## config.mk

```make
export PLATFORM = sky130hd
export DESIGN_NAME = length_prefixed_nal_to_start_code_unit_flat
export DESIGN_NICKNAME = d
export VERILOG_FILES = /design/src/sv/lpnsc_pkg.sv /design/src/sv/lpnsc_stream_if.sv /design/src/sv/lpnsc_parser.sv /design/src/sv/lpnsc_burst.sv /design/src/sv/length_prefixed_nal_to_start_code_unit.sv /design/src/flat_wrapper.sv
export SDC_FILE = /design/constraint.sdc
export NUM_CORES = 1
export LEC_CHECK = 0
export BUFFER_PORTS_ARGS = -buffer_cell sky130_fd_sc_hd__buf_4
export CAP_MARGIN = 20
export CORE_UTILIZATION = 30
export DETAILED_ROUTE_END_ITERATION = 10
export HOLD_SLACK_MARGIN = 0.02
export PLACE_DENSITY = 0.54
export SKIP_LAST_GASP = 1
export SLEW_MARGIN = 20
export SYNTH_ARGS = -nofsm -noshare
export SYNTH_HDL_FRONTEND = slang
export SYNTH_SLANG_ARGS = --single-unit
```

## constraint.sdc

```tcl
create_clock -name clk -period 2.95 [get_ports clk]
set_input_delay 0.59 -clock clk [delete_from_list [all_inputs] [get_ports clk]]
set_output_delay 0.59 -clock clk [all_outputs]
set_load 0.01 [all_outputs]
```

## src/sv/lpnsc_pkg.sv

```systemverilog
// Shared types and constants for the length-prefixed unit to start-code converter.
// Used by the parser, the burst stage and the top level.
package lpnsc_pkg;

  // Start code sent ahead of every unit, first byte first
  localparam logic [7:0] START_CODE [4] = '{8'h00, 8'h00, 8'h00, 8'h01};
  localparam logic [1:0] START_CODE_LAST = 2'd3;

  // Length prefix size register: reset value and legal range
  localparam logic [2:0] LEN_BYTES_RESET = 3'd4;
  localparam logic [2:0] LEN_BYTES_MIN   = 3'd1;
  localparam logic [2:0] LEN_BYTES_MAX   = 3'd4;

  // What one accepted input beat turns into
  typedef enum logic {
    KIND_SINGLE = 1'b0,   // one result: payload byte or status only
    KIND_START  = 1'b1    // four results: the start code
  } kind_t;

  typedef struct packed {
    kind_t      kind;
    logic [7:0] data;        // payload byte, zero on a status-only result
    logic       data_valid;  // single result carries a byte
    logic       trunc;       // box ended early; shown on the last result
  } desc_t;

endpackage

```

## src/sv/lpnsc_stream_if.sv

```systemverilog
// Valid/ready stream interfaces for the converter: box bytes in, stream bytes out.
// Depends on nothing but the handshake convention (beat on valid && ready).
interface lpnsc_in_if;
  logic       valid;
  logic       ready;
  logic [7:0] data_byte;
  logic       box_end;

  modport source (output valid, output data_byte, output box_end, input ready);
  modport sink   (input valid, input data_byte, input box_end, output ready);
endinterface

interface lpnsc_out_if;
  logic       valid;
  logic       ready;
  logic [7:0] out_byte;
  logic       byte_valid;
  logic       starts_unit;
  logic       truncated;
  logic       run_last;

  modport source (output valid, output out_byte, output byte_valid, output starts_unit,
                  output truncated, output run_last, input ready);
  modport sink   (input valid, input out_byte, input byte_valid, input starts_unit,
                  input truncated, input run_last, output ready);
endinterface

```

## src/sv/lpnsc_parser.sv

```systemverilog
// Prefix/payload parser: holds the unit state and the prefix size register and
// turns each input beat into a result descriptor, flagged by has_result. Uses lpnsc_pkg.
module lpnsc_parser (
  input  logic              clk,
  input  logic              rst,
  input  logic              cfg_we,
  input  logic [2:0]        cfg_wdata,
  input  logic              accept,
  input  logic [7:0]        data_byte,
  input  logic              box_end,
  output logic              has_result,
  output lpnsc_pkg::desc_t  desc
);

  logic [2:0]  len_bytes;
  logic        in_payload;
  logic [1:0]  seen;
  logic [31:0] left;

  logic        in_payload_next;
  logic [1:0]  seen_next;
  logic [31:0] left_next;

  logic [2:0]  plen;
  logic [2:0]  seen_inc;
  logic [31:0] acc;
  logic [31:0] left_dec;

  // Effective prefix size: zero acts as one, above four acts as four
  always_comb begin
    if (len_bytes < lpnsc_pkg::LEN_BYTES_MIN) begin
      plen = lpnsc_pkg::LEN_BYTES_MIN;
    end else if (len_bytes > lpnsc_pkg::LEN_BYTES_MAX) begin
      plen = lpnsc_pkg::LEN_BYTES_MAX;
    end else begin
      plen = len_bytes;
    end
  end

  assign seen_inc = {1'b0, seen} + 3'd1;
  assign acc      = (seen == 2'd0) ? {24'd0, data_byte} : {left[23:0], data_byte};
  assign left_dec = left - 32'd1;

  // Next state and descriptor for the beat on the input
  always_comb begin
    in_payload_next = in_payload;
    seen_next       = seen;
    left_next       = left;
    has_result      = 1'b0;
    desc.kind       = lpnsc_pkg::KIND_SINGLE;
    desc.data       = 8'd0;
    desc.data_valid = 1'b0;
    desc.trunc      = 1'b0;

    if (in_payload) begin
      // payload byte passes through
      left_next       = left_dec;
      in_payload_next = (left_dec != 32'd0);
      has_result      = 1'b1;
      desc.data       = data_byte;
      desc.data_valid = 1'b1;
      desc.trunc      = box_end && (left_dec != 32'd0);
    end else if (seen_inc >= plen) begin
      // prefix complete: start code follows
      left_next       = acc;
      seen_next       = 2'd0;
      in_payload_next = (acc != 32'd0);
      has_result      = 1'b1;
      desc.kind       = lpnsc_pkg::KIND_START;
      desc.trunc      = box_end && (acc != 32'd0);
    end else begin
      // more prefix bytes to come
      left_next  = acc;
      seen_next  = seen_inc[1:0];
      has_result = box_end;
      desc.trunc = 1'b1;
    end

    // last byte of the box returns everything to idle
    if (box_end) begin
      in_payload_next = 1'b0;
      seen_next       = 2'd0;
      left_next       = 32'd0;
    end
  end

  // State and configuration registers
  always_ff @(posedge clk) begin
    if (rst) begin
      len_bytes  <= lpnsc_pkg::LEN_BYTES_RESET;
      in_payload <= 1'b0;
      seen       <= 2'd0;
      left       <= 32'd0;
    end else begin
      if (cfg_we) begin
        len_bytes <= cfg_wdata;
      end
      if (accept) begin
        in_payload <= in_payload_next;
        seen       <= seen_next;
        left       <= left_next;
      end
    end
  end

  // A prefix in progress never reaches the largest prefix size
  assert property (@(posedge clk) disable iff (rst)
    !in_payload |-> ({1'b0, seen} < lpnsc_pkg::LEN_BYTES_MAX))
    else $error("prefix byte count ran past the prefix size");

  // Payload mode always has bytes left to pass
  assert property (@(posedge clk) disable iff (rst)
    in_payload |-> (left != 32'd0))
    else $error("payload mode with no bytes left");

  // Box end always leaves the parser idle
  assert property (@(posedge clk) disable iff (rst)
    accept && box_end |=> !in_payload && (seen == 2'd0) && (left == 32'd0))
    else $error("state not cleared after box end");

endmodule

```

## src/sv/lpnsc_burst.sv

```systemverilog
// Output side: a one-entry descriptor buffer and the result register that
// expands a descriptor into one beat or the four start-code beats. Uses lpnsc_pkg.
module lpnsc_burst (
  input  logic              clk,
  input  logic              rst,
  input  logic              desc_valid,
  input  lpnsc_pkg::desc_t  desc,
  output logic              desc_ready,
  lpnsc_out_if.source       stream
);

  logic             a_valid;
  lpnsc_pkg::desc_t a_desc;
  logic             b_valid;
  lpnsc_pkg::desc_t b_desc;
  logic [1:0]       b_idx;

  logic b_last;
  logic b_done;
  logic move;

  assign b_last     = (b_desc.kind == lpnsc_pkg::KIND_SINGLE) ||
                      (b_idx == lpnsc_pkg::START_CODE_LAST);
  assign b_done     = b_valid && stream.ready && b_last;
  assign move       = a_valid && (!b_valid || b_done);
  assign desc_ready = !a_valid || move;

  // Result fields straight from the result register
  always_comb begin
    stream.valid = b_valid;
    stream.run_last = b_last;
    if (b_desc.kind == lpnsc_pkg::KIND_START) begin
      stream.out_byte    = lpnsc_pkg::START_CODE[b_idx];
      stream.byte_valid  = 1'b1;
      stream.starts_unit = (b_idx == 2'd0);
      stream.truncated   = b_desc.trunc && (b_idx == lpnsc_pkg::START_CODE_LAST);
    end else begin
      stream.out_byte    = b_desc.data;
      stream.byte_valid  = b_desc.data_valid;
      stream.starts_unit = 1'b0;
      stream.truncated   = b_desc.trunc;
    end
  end

  // Buffer and result register
  always_ff @(posedge clk) begin
    if (rst) begin
      a_valid <= 1'b0;
      b_valid <= 1'b0;
      b_idx   <= 2'd0;
    end else begin
      if (desc_valid && desc_ready) begin
        a_valid <= 1'b1;
      end else if (move) begin
        a_valid <= 1'b0;
      end

      if (move) begin
        b_valid <= 1'b1;
        b_idx   <= 2'd0;
      end else if (b_done) begin
        b_valid <= 1'b0;
        b_idx   <= 2'd0;
      end else if (b_valid && stream.ready) begin
        b_idx <= b_idx + 2'd1;
      end
    end
  end

  // Payload registers, no reset
  always_ff @(posedge clk) begin
    if (desc_valid && desc_ready) begin
      a_desc <= desc;
    end
    if (move) begin
      b_desc <= a_desc;
    end
  end

  // A single result never advances the beat index
  assert property (@(posedge clk) disable iff (rst)
    b_valid && (b_desc.kind == lpnsc_pkg::KIND_SINGLE) |-> (b_idx == 2'd0))
    else $error("beat index moved on a single result");

  // Truncation is only flagged on the last beat of an input byte
  assert property (@(posedge clk) disable iff (rst)
    stream.valid && stream.truncated |-> stream.run_last)
    else $error("truncated flag away from the last beat");

  // A waiting descriptor holds until it moves on
  assert property (@(posedge clk) disable iff (rst)
    a_valid && !move |=> a_valid && $stable(a_desc))
    else $error("buffered descriptor lost or changed");

  // A stalled burst keeps its place
  assert property (@(posedge clk) disable iff (rst)
    b_valid && !stream.ready |=> b_valid && $stable(b_idx))
    else $error("burst advanced while stalled");

endmodule

```

## src/sv/length_prefixed_nal_to_start_code_unit.sv

```systemverilog
// Top level of the length-prefixed unit to start-code converter.
// Depends on lpnsc_pkg, lpnsc_stream_if, lpnsc_parser and lpnsc_burst.
//
// Takes the media-data box payload one byte per beat on box and sends the
// start-code stream on stream. Each unit's big-endian length prefix
// (cfg_wdata bytes, 1 to 4, reset 4; 0 acts as 1, above 4 as 4) is swallowed
// and replaced by 00 00 00 01, the first byte flagged starts_unit; payload
// bytes pass through one per beat. A box that ends inside a prefix gives a
// status-only beat with truncated set; one that ends with payload still owed
// sets truncated on that byte's last beat. Payload and prefix bytes are taken
// one per cycle while the descriptor buffer can take them; a completed prefix
// is sent as the four start-code beats from the single output register. A
// two-entry path (one descriptor buffer plus the result register) lets the next
// byte in while a result waits. Write the configuration only while the block is
// idle.
module length_prefixed_nal_to_start_code_unit (
  input  logic        clk,
  input  logic        rst,
  input  logic        cfg_we,
  input  logic [2:0]  cfg_wdata,
  lpnsc_in_if.sink    box,
  lpnsc_out_if.source stream
);

  logic             accept;
  logic             has_result;
  logic             desc_ready;
  lpnsc_pkg::desc_t desc;

  // Input handshake
  assign box.ready = desc_ready;
  assign accept    = box.valid && desc_ready;

  lpnsc_parser u_parser (
    .clk        (clk),
    .rst        (rst),
    .cfg_we     (cfg_we),
    .cfg_wdata  (cfg_wdata),
    .accept     (accept),
    .data_byte  (box.data_byte),
    .box_end    (box.box_end),
    .has_result (has_result),
    .desc       (desc)
  );

  lpnsc_burst u_burst (
    .clk        (clk),
    .rst        (rst),
    .desc_valid (accept && has_result),
    .desc       (desc),
    .desc_ready (desc_ready),
    .stream     (stream)
  );

endmodule

```

## src/flat_wrapper.sv

```systemverilog
// flat-port wrapper written by rule: the top's interface ports become plain ports
module length_prefixed_nal_to_start_code_unit_flat 
  (clk, rst, cfg_we, cfg_wdata, box_valid, box_data_byte, box_box_end, box_ready, stream_valid, stream_out_byte, stream_byte_valid, stream_starts_unit, stream_truncated, stream_run_last, stream_ready);
  lpnsc_in_if box_i ();
  lpnsc_out_if stream_i ();
  input  logic clk;
  input  logic rst;
  input  logic cfg_we;
  input  logic [2:0] cfg_wdata;
  input wire logic [$bits(box_i.valid)-1:0] box_valid;
  input wire logic [$bits(box_i.data_byte)-1:0] box_data_byte;
  input wire logic [$bits(box_i.box_end)-1:0] box_box_end;
  output wire logic [$bits(box_i.ready)-1:0] box_ready;
  output wire logic [$bits(stream_i.valid)-1:0] stream_valid;
  output wire logic [$bits(stream_i.out_byte)-1:0] stream_out_byte;
  output wire logic [$bits(stream_i.byte_valid)-1:0] stream_byte_valid;
  output wire logic [$bits(stream_i.starts_unit)-1:0] stream_starts_unit;
  output wire logic [$bits(stream_i.truncated)-1:0] stream_truncated;
  output wire logic [$bits(stream_i.run_last)-1:0] stream_run_last;
  input wire logic [$bits(stream_i.ready)-1:0] stream_ready;
  assign box_i.valid = box_valid;
  assign box_i.data_byte = box_data_byte;
  assign box_i.box_end = box_box_end;
  assign box_ready = box_i.ready;
  assign stream_valid = stream_i.valid;
  assign stream_out_byte = stream_i.out_byte;
  assign stream_byte_valid = stream_i.byte_valid;
  assign stream_starts_unit = stream_i.starts_unit;
  assign stream_truncated = stream_i.truncated;
  assign stream_run_last = stream_i.run_last;
  assign stream_i.ready = stream_ready;
  length_prefixed_nal_to_start_code_unit u_core (.clk(clk), .rst(rst), .cfg_we(cfg_we), .cfg_wdata(cfg_wdata), .box(box_i), .stream(stream_i));
endmodule
```

==> impl_metrics.toml, run 1 <==
[outcome]
status = "finished clean"

[synthesis]
synth_async_sr_flop_share = 0
synth.area.top_cells = "dfxtp_1 (23%), edfxtp_1 (18%), a21oi_1 (4.9%)"
yosysTopAreaCell = "dfxtp_1"
synth_ff_type = "dfxtp_1"
syn_area_sq_um = 3700
synth_area_per_cell_sq_um = 8.466
synth_most_common_cell = "nor2_1"
synth-seq-cells = 64
synth.yosys.seq_area_share = 0.4058
syn_inst = 437
synthTopCellsByCount = "nor2_1 (43), dfxtp_1 (42), nand2_1 (37)"
synth-edff-count = 22
ys_types = 56
synth_warnings = 0
synth.top_cell.area_share = 0.2273
synth_nets = 463

[worst_hold_path]
min_path_cells = 0
hp-class = "reg2reg"

[clocking]
numCtsBuffers = 9
cts_buffer_depth = 2
worstSkewPairLatency_ns = 0.33
h-tree-depth = 3
cts_tree = "done"
cts-resized-gates = 0
cts.sinks = 64
clk_pin_slew_ns = 0.06
cts_root_buf = "clkbuf_16"
holdBufCountCts = 0
cts_setup_buffers = 0

[detailed_routing]
drt.antenna.violating_nets = 0
drtPass1Iterations = 5
num_vias = 3389
drc = 0
wl_per_cell_microns = 16.64
drt_wl_total_mm = 10.24
post_drt_via_cell_ratio = 5.511
drt_iter0_drc = 246

[power]
netSwitchingPower_mw = 0.7072
p_clk_frac = 0.444
p_leak_nw = 1.685
vdd_ir_drop_max_uv = 240.9
p_per_area_nw_per_um2 = 563.1
pwr-share-seq = 0.393
internal_power_mw = 1.765
swShare = 0.2861
comb_power_share = 0.164

[layout]
nFillCells = 1257
fin_nets = 489
area_growth_pct = 18.67
fin_util = 0.3655
multi_input_area_sq_um = 1992
seq_area_sq_um = 1501
drive_above_1_share = 0.1603
diodes = 0

[die]
dieArea_sq_um = 12780
rows = 40
die_w_microns = 113.1
boundaryPins = 31
initial_core_util = 0.3080
die_y_microns = 113.1
core_area_sq_um = 12010

[sta]
setup_viol_count_final = 0
tns_ns = 0
tightest_slew_ns = 0.8846
period_share = 0.9166
rsz0062_at_grt = "false"
fmax_mhz = 369.8
finalCriticalPeriod_ns = 2.704
final_hold_viol_count = 0
fin_skew_ns = 0.007274
slew_headroom = 0.4081
slew_violations = 0

[worst_setup_path]
crit_fanout = 7
critPathRequiredTime_ns = 3.01
endpoint_kind = "flip-flop"
rr_worst_depth = 9
critPathKind = "reg2reg"
cp-start-kind = "flip-flop"
crit_arrival_ns = 2.77

[global_routing]
grt_max_degree = 38
track_usage = 0.1701
grt_overflow = 0
antenna_found_initial = 0
grt_pass1_vias = 3334
grt_pass1_wl_mm = 17.15

[job]
drv_cap = 0

[placed_design]
numPortBuffers = 30
place_congestion = 0.9252
dp_hpwl_mm = 7.258
## state kept, by name (all words and copies together), names as in the netlist
register                     count
u_core.u_burst.a_valid           1
u_core.u_parser.in_payload       1
u_core.u_parser.left            32
u_core.u_burst.b_idx             2
u_core.u_burst.stream.valid      1
u_core.u_parser.len_bytes        3
u_core.u_burst.a_desc           11
u_core.u_parser.seen             2
u_core.u_burst.b_desc           11
## layout make-up
type / instances / area share
Sequential cell: 64 / 0.3420
Clock buffer: 9 / 0.05130
Multi-Input combinational cell: 324 / 0.4537
Clock inverter: 7 / 0.01795
Tap cell: 147 / 0.04189
Timing Repair Buffer: 45 / 0.07695
Inverter: 19 / 0.01624
## worst paths after layout
check	from	endpoint	slack (ns)
max	u_core.u_parser.left[0]$_SDFFE_PP0P_	u_core.u_burst.a_desc[0]$_DFFE_PP_	0.25
max reg2reg	u_core.u_parser.left[0]$_SDFFE_PP0P_	u_core.u_burst.a_desc[0]$_DFFE_PP_	0.25
min reg2reg	u_core.u_burst.a_desc[6]$_SDFFCE_PN0P_	u_core.u_burst.b_desc[6]$_DFFE_PP_	0.42
min	u_core.u_burst.a_desc[6]$_SDFFCE_PN0P_	u_core.u_burst.b_desc[6]$_DFFE_PP_	0.42
## metrics by stage
step                      total power, mW  hold WS [ns]  instance area (sq um)  setup WS (ns)  std cells
after floorplan                     1.256        0.4003                   3700         0.4699        437
after CTS                           2.487        0.4237                   4384         0.2787        615
after detailed placement            1.390        0.4098                   4080         0.2921        599
after global routing                2.565        0.4284                   4390        0.03682        615
after global placement              1.384        0.4043                   4080         0.3681        599
final                               2.472        0.4224                   4390         0.2459        615
## per-layer routing
metal	wire [microns]	global-route usage	vias up
li1	-	-	1644
met1	4465	0.2106	1595
met2	4910	0.2883	131
met3	628	0.03535	19
met4	232	0.06930	0
met5	0	0	-
## cell families (layout without fill, tap and decap cells)
logic type	after synthesis	count (layout)	share of synthesized area
AOI/OAI and AO/OA	110	110	0.1816
buffers and inverters	49	80	0.05749
adders and majority gates	9	9	0.03044
and+or+nand+nor	185	185	0.2749
DFF	64	64	0.4058
xor gates and xnor gates	15	15	0.03551
muxes	5	5	0.01420
## power by group through the flow
stage          Clock [mW]  Sequential, mW  Combinational [mW]
2_1_floorplan           0           0.980               0.275
3_3_place_gp            0           0.988               0.396
3_5_place_dp            0           0.990               0.399
4_1_cts              1.11           0.971               0.402
5_1_grt              1.14           0.976               0.447
6_report             1.10           0.971               0.404
## critical path, cell delays in order, from the launching register on
cell	delay, ns
dfxtp_1	0.36
inv_1	0.10
ha_1	0.25
nor3b_2	0.24
nand3_1	0.28
buf_4	0.26
xor2_1	0.18
nand4_1	0.13
nor4_1	0.45
a31oi_1	0.17
## placed cells by master, fill, tap and decap left out, types with 10 or more instances in the layout
cell | netlist | routed
a21oi_1 | 36 | 36
a22oi_1 | 11 | 11
and2_1 | 12 | 12
buf_4 | 0 | 45
dfxtp_1 | 42 | 42
edfxtp_1 | 22 | 22
inv_1 | 19 | 19
nand2_1 | 37 | 37
nand3_1 | 15 | 15
nand4_1 | 10 | 10
nor2_1 | 43 | 43
nor3_1 | 16 | 16
o21ai_0 | 18 | 18
Power figures use the tool's default switching activity.
==> run 2: changes to the inputs <==
CORE_ASPECT_RATIO = 0.5   (was not set)
REMOVE_ABC_BUFFERS = 1   (was not set)
==> run 2 against run 1 <==
Against the previous run: design area up 0.37%; core utilization up 0.44 points; non-clock buffer count unchanged; largest cell class unchanged; critical path type unchanged.
==> impl_metrics.toml, run 2 (synthesis gave the netlist of run 1 again) <==
[outcome]
status = "finished clean"

[detailed_routing]
post_drt_via_cell_ratio = 5.190
drt_wl_total_mm = 9.986
wl_per_cell_microns = 15.78
drt.antenna.violating_nets = 0
num_vias = 3285
drc = 0
drt_iter0_drc = 197
drtPass1Iterations = 5

[die]
rows = 28
initial_core_util = 0.3106
boundaryPins = 31
core_area_sq_um = 11910
die_y_microns = 80.53
dieArea_sq_um = 12810
die_w_microns = 159.1

[clocking]
cts_buffer_depth = 2
cts_tree = "done"
clk_pin_slew_ns = 0.06
cts_root_buf = "clkbuf_16"
cts.sinks = 64
cts_setup_buffers = 0
holdBufCountCts = 0
h-tree-depth = 3
numCtsBuffers = 9
worstSkewPairLatency_ns = 0.33

[placed_design]
place_congestion = 0.9170
dp_hpwl_mm = 7.026
numPortBuffers = 30

[worst_setup_path]
endpoint_kind = "flip-flop"
crit_fanout = 11
crit_arrival_ns = 2.72
cp-start-kind = "flip-flop"
critPathKind = "reg2reg"
critPathRequiredTime_ns = 3.01

[layout]
largestRegisters = "u_core.u_parser.left (32), u_core.u_burst.a_desc (11), u_core.u_burst.b_desc (11)"
fin_util = 0.3700
final_cell_mix = "buf_4 (45), nor2_1 (42), dfxtp_1 (42), nand2_1 (37), a21oi_1 (36)"
final_common_cell = "buf_4"
fin_nets = 489
drive_above_1_share = 0.1603
diodes = 0
area_growth_pct = 19.11
nFillCells = 1229
largest_register_ff_count = 32
regMostFlops = "u_core.u_parser.left"

[sta]
slew_headroom = 0.3134
finalCriticalPeriod_ns = 2.663
period_share = 0.9028
tightest_slew_ns = 1.025
fin_skew_ns = 0.005827
setup_viol_count_final = 0
final_hold_viol_count = 0
fmax_mhz = 375.5
hold_ws_ns = 0.4179
tns_ns = 0
rsz0062_at_grt = "false"
slew_violations = 0

[global_routing]
grt_overflow = 0
grt_pass1_vias = 3125
antenna_found_initial = 0
grt_pass1_wl_mm = 16.48
track_usage = 0.1650
grt_max_degree = 38

[job]
drv_cap = 0

[power]
p_leak_nw = 1.690
power.total_mw = 2.421
p_per_area_nw_per_um2 = 549.4
vdd_ir_drop_max_uv = 266.0

[worst_hold_path]
hp-class = "reg2reg"
## run 2: final cells by class
cell class / instances / area, sq um / area share
inverters: 19 / 71.32 / 0.01618
multi-input cells: 324 / 1993 / 0.4523
flip-flops and latches: 64 / 1501 / 0.3407
clock buffers: 9 / 225.2 / 0.05111
repair buffers: 45 / 337.8 / 0.07666
well taps: 165 / 206.4 / 0.04685
clock inverters: 7 / 71.32 / 0.01618
## run 2: metrics by stage
stage / setup slack (ns) / instances / area (sq um)
6_report: 0.2867 / 633 / 4407
5_1_grt: 0.08224 / 633 / 4407
4_1_cts: 0.2230 / 633 / 4399
3_5_place_dp: 0.2439 / 617 / 4103
3_3_place_gp: 0.2814 / 617 / 4103
2_1_floorplan: 0.2033 / 407 / 3558
## run 2: report_power, final
| part | switching (mW) | internal, mW | leakage, nW | total [mW] |
|---|---|---|---|---|
| combinational | 0.243 | 0.155 | 1.00 | 0.398 |
| sequential | 0.0252 | 0.946 | 0.550 | 0.972 |
| clock | 0.399 | 0.653 | 0.139 | 1.05 |
## run 2: path summary, 6_finish.rpt
path / from / endpoint / slack [ns] / cells past startpoint
setup / recovery: u_core.u_parser.left[0]$_SDFFE_PP0P_ / u_core.u_burst.a_desc[0]$_DFFE_PP_ / 0.29 / 8
hold / removal: u_core.u_burst.a_desc[3]$_SDFFCE_PN0P_ / u_core.u_burst.b_desc[3]$_DFFE_PP_ / 0.42 / 0
setup reg to reg: u_core.u_parser.left[0]$_SDFFE_PP0P_ / u_core.u_burst.a_desc[0]$_DFFE_PP_ / 0.29 / 8
hold reg to reg: u_core.u_burst.a_desc[3]$_SDFFCE_PN0P_ / u_core.u_burst.b_desc[3]$_DFFE_PP_ / 0.42 / 0
## run 2: what timing repair did
item	in CTS	in global routing
endpoints found under the setup margin	0	1
gates resized for setup	0	1
endpoints found under the hold margin	0	0
## run 2: worst max-delay path, cell delays in order (launching register included)
cell and delay [ns]:
dfxtp_1 0.37, inv_1 0.10, ha_1 0.22, nor3b_2 0.26
nand3_2 0.25, o31a_1 0.33, or2_0 0.23, nor4_1 0.46
a31oi_1 0.17
## run 2: routing by layer
metal | GRT usage | up-vias | wire (microns)
met3 | 0.03771 | 17 | 615
met1 | 0.2187 | 1517 | 4839
met2 | 0.2649 | 110 | 4408
li1 | - | 1641 | -
met4 | 0.05673 | 0 | 123
met5 | 0 | - | 0
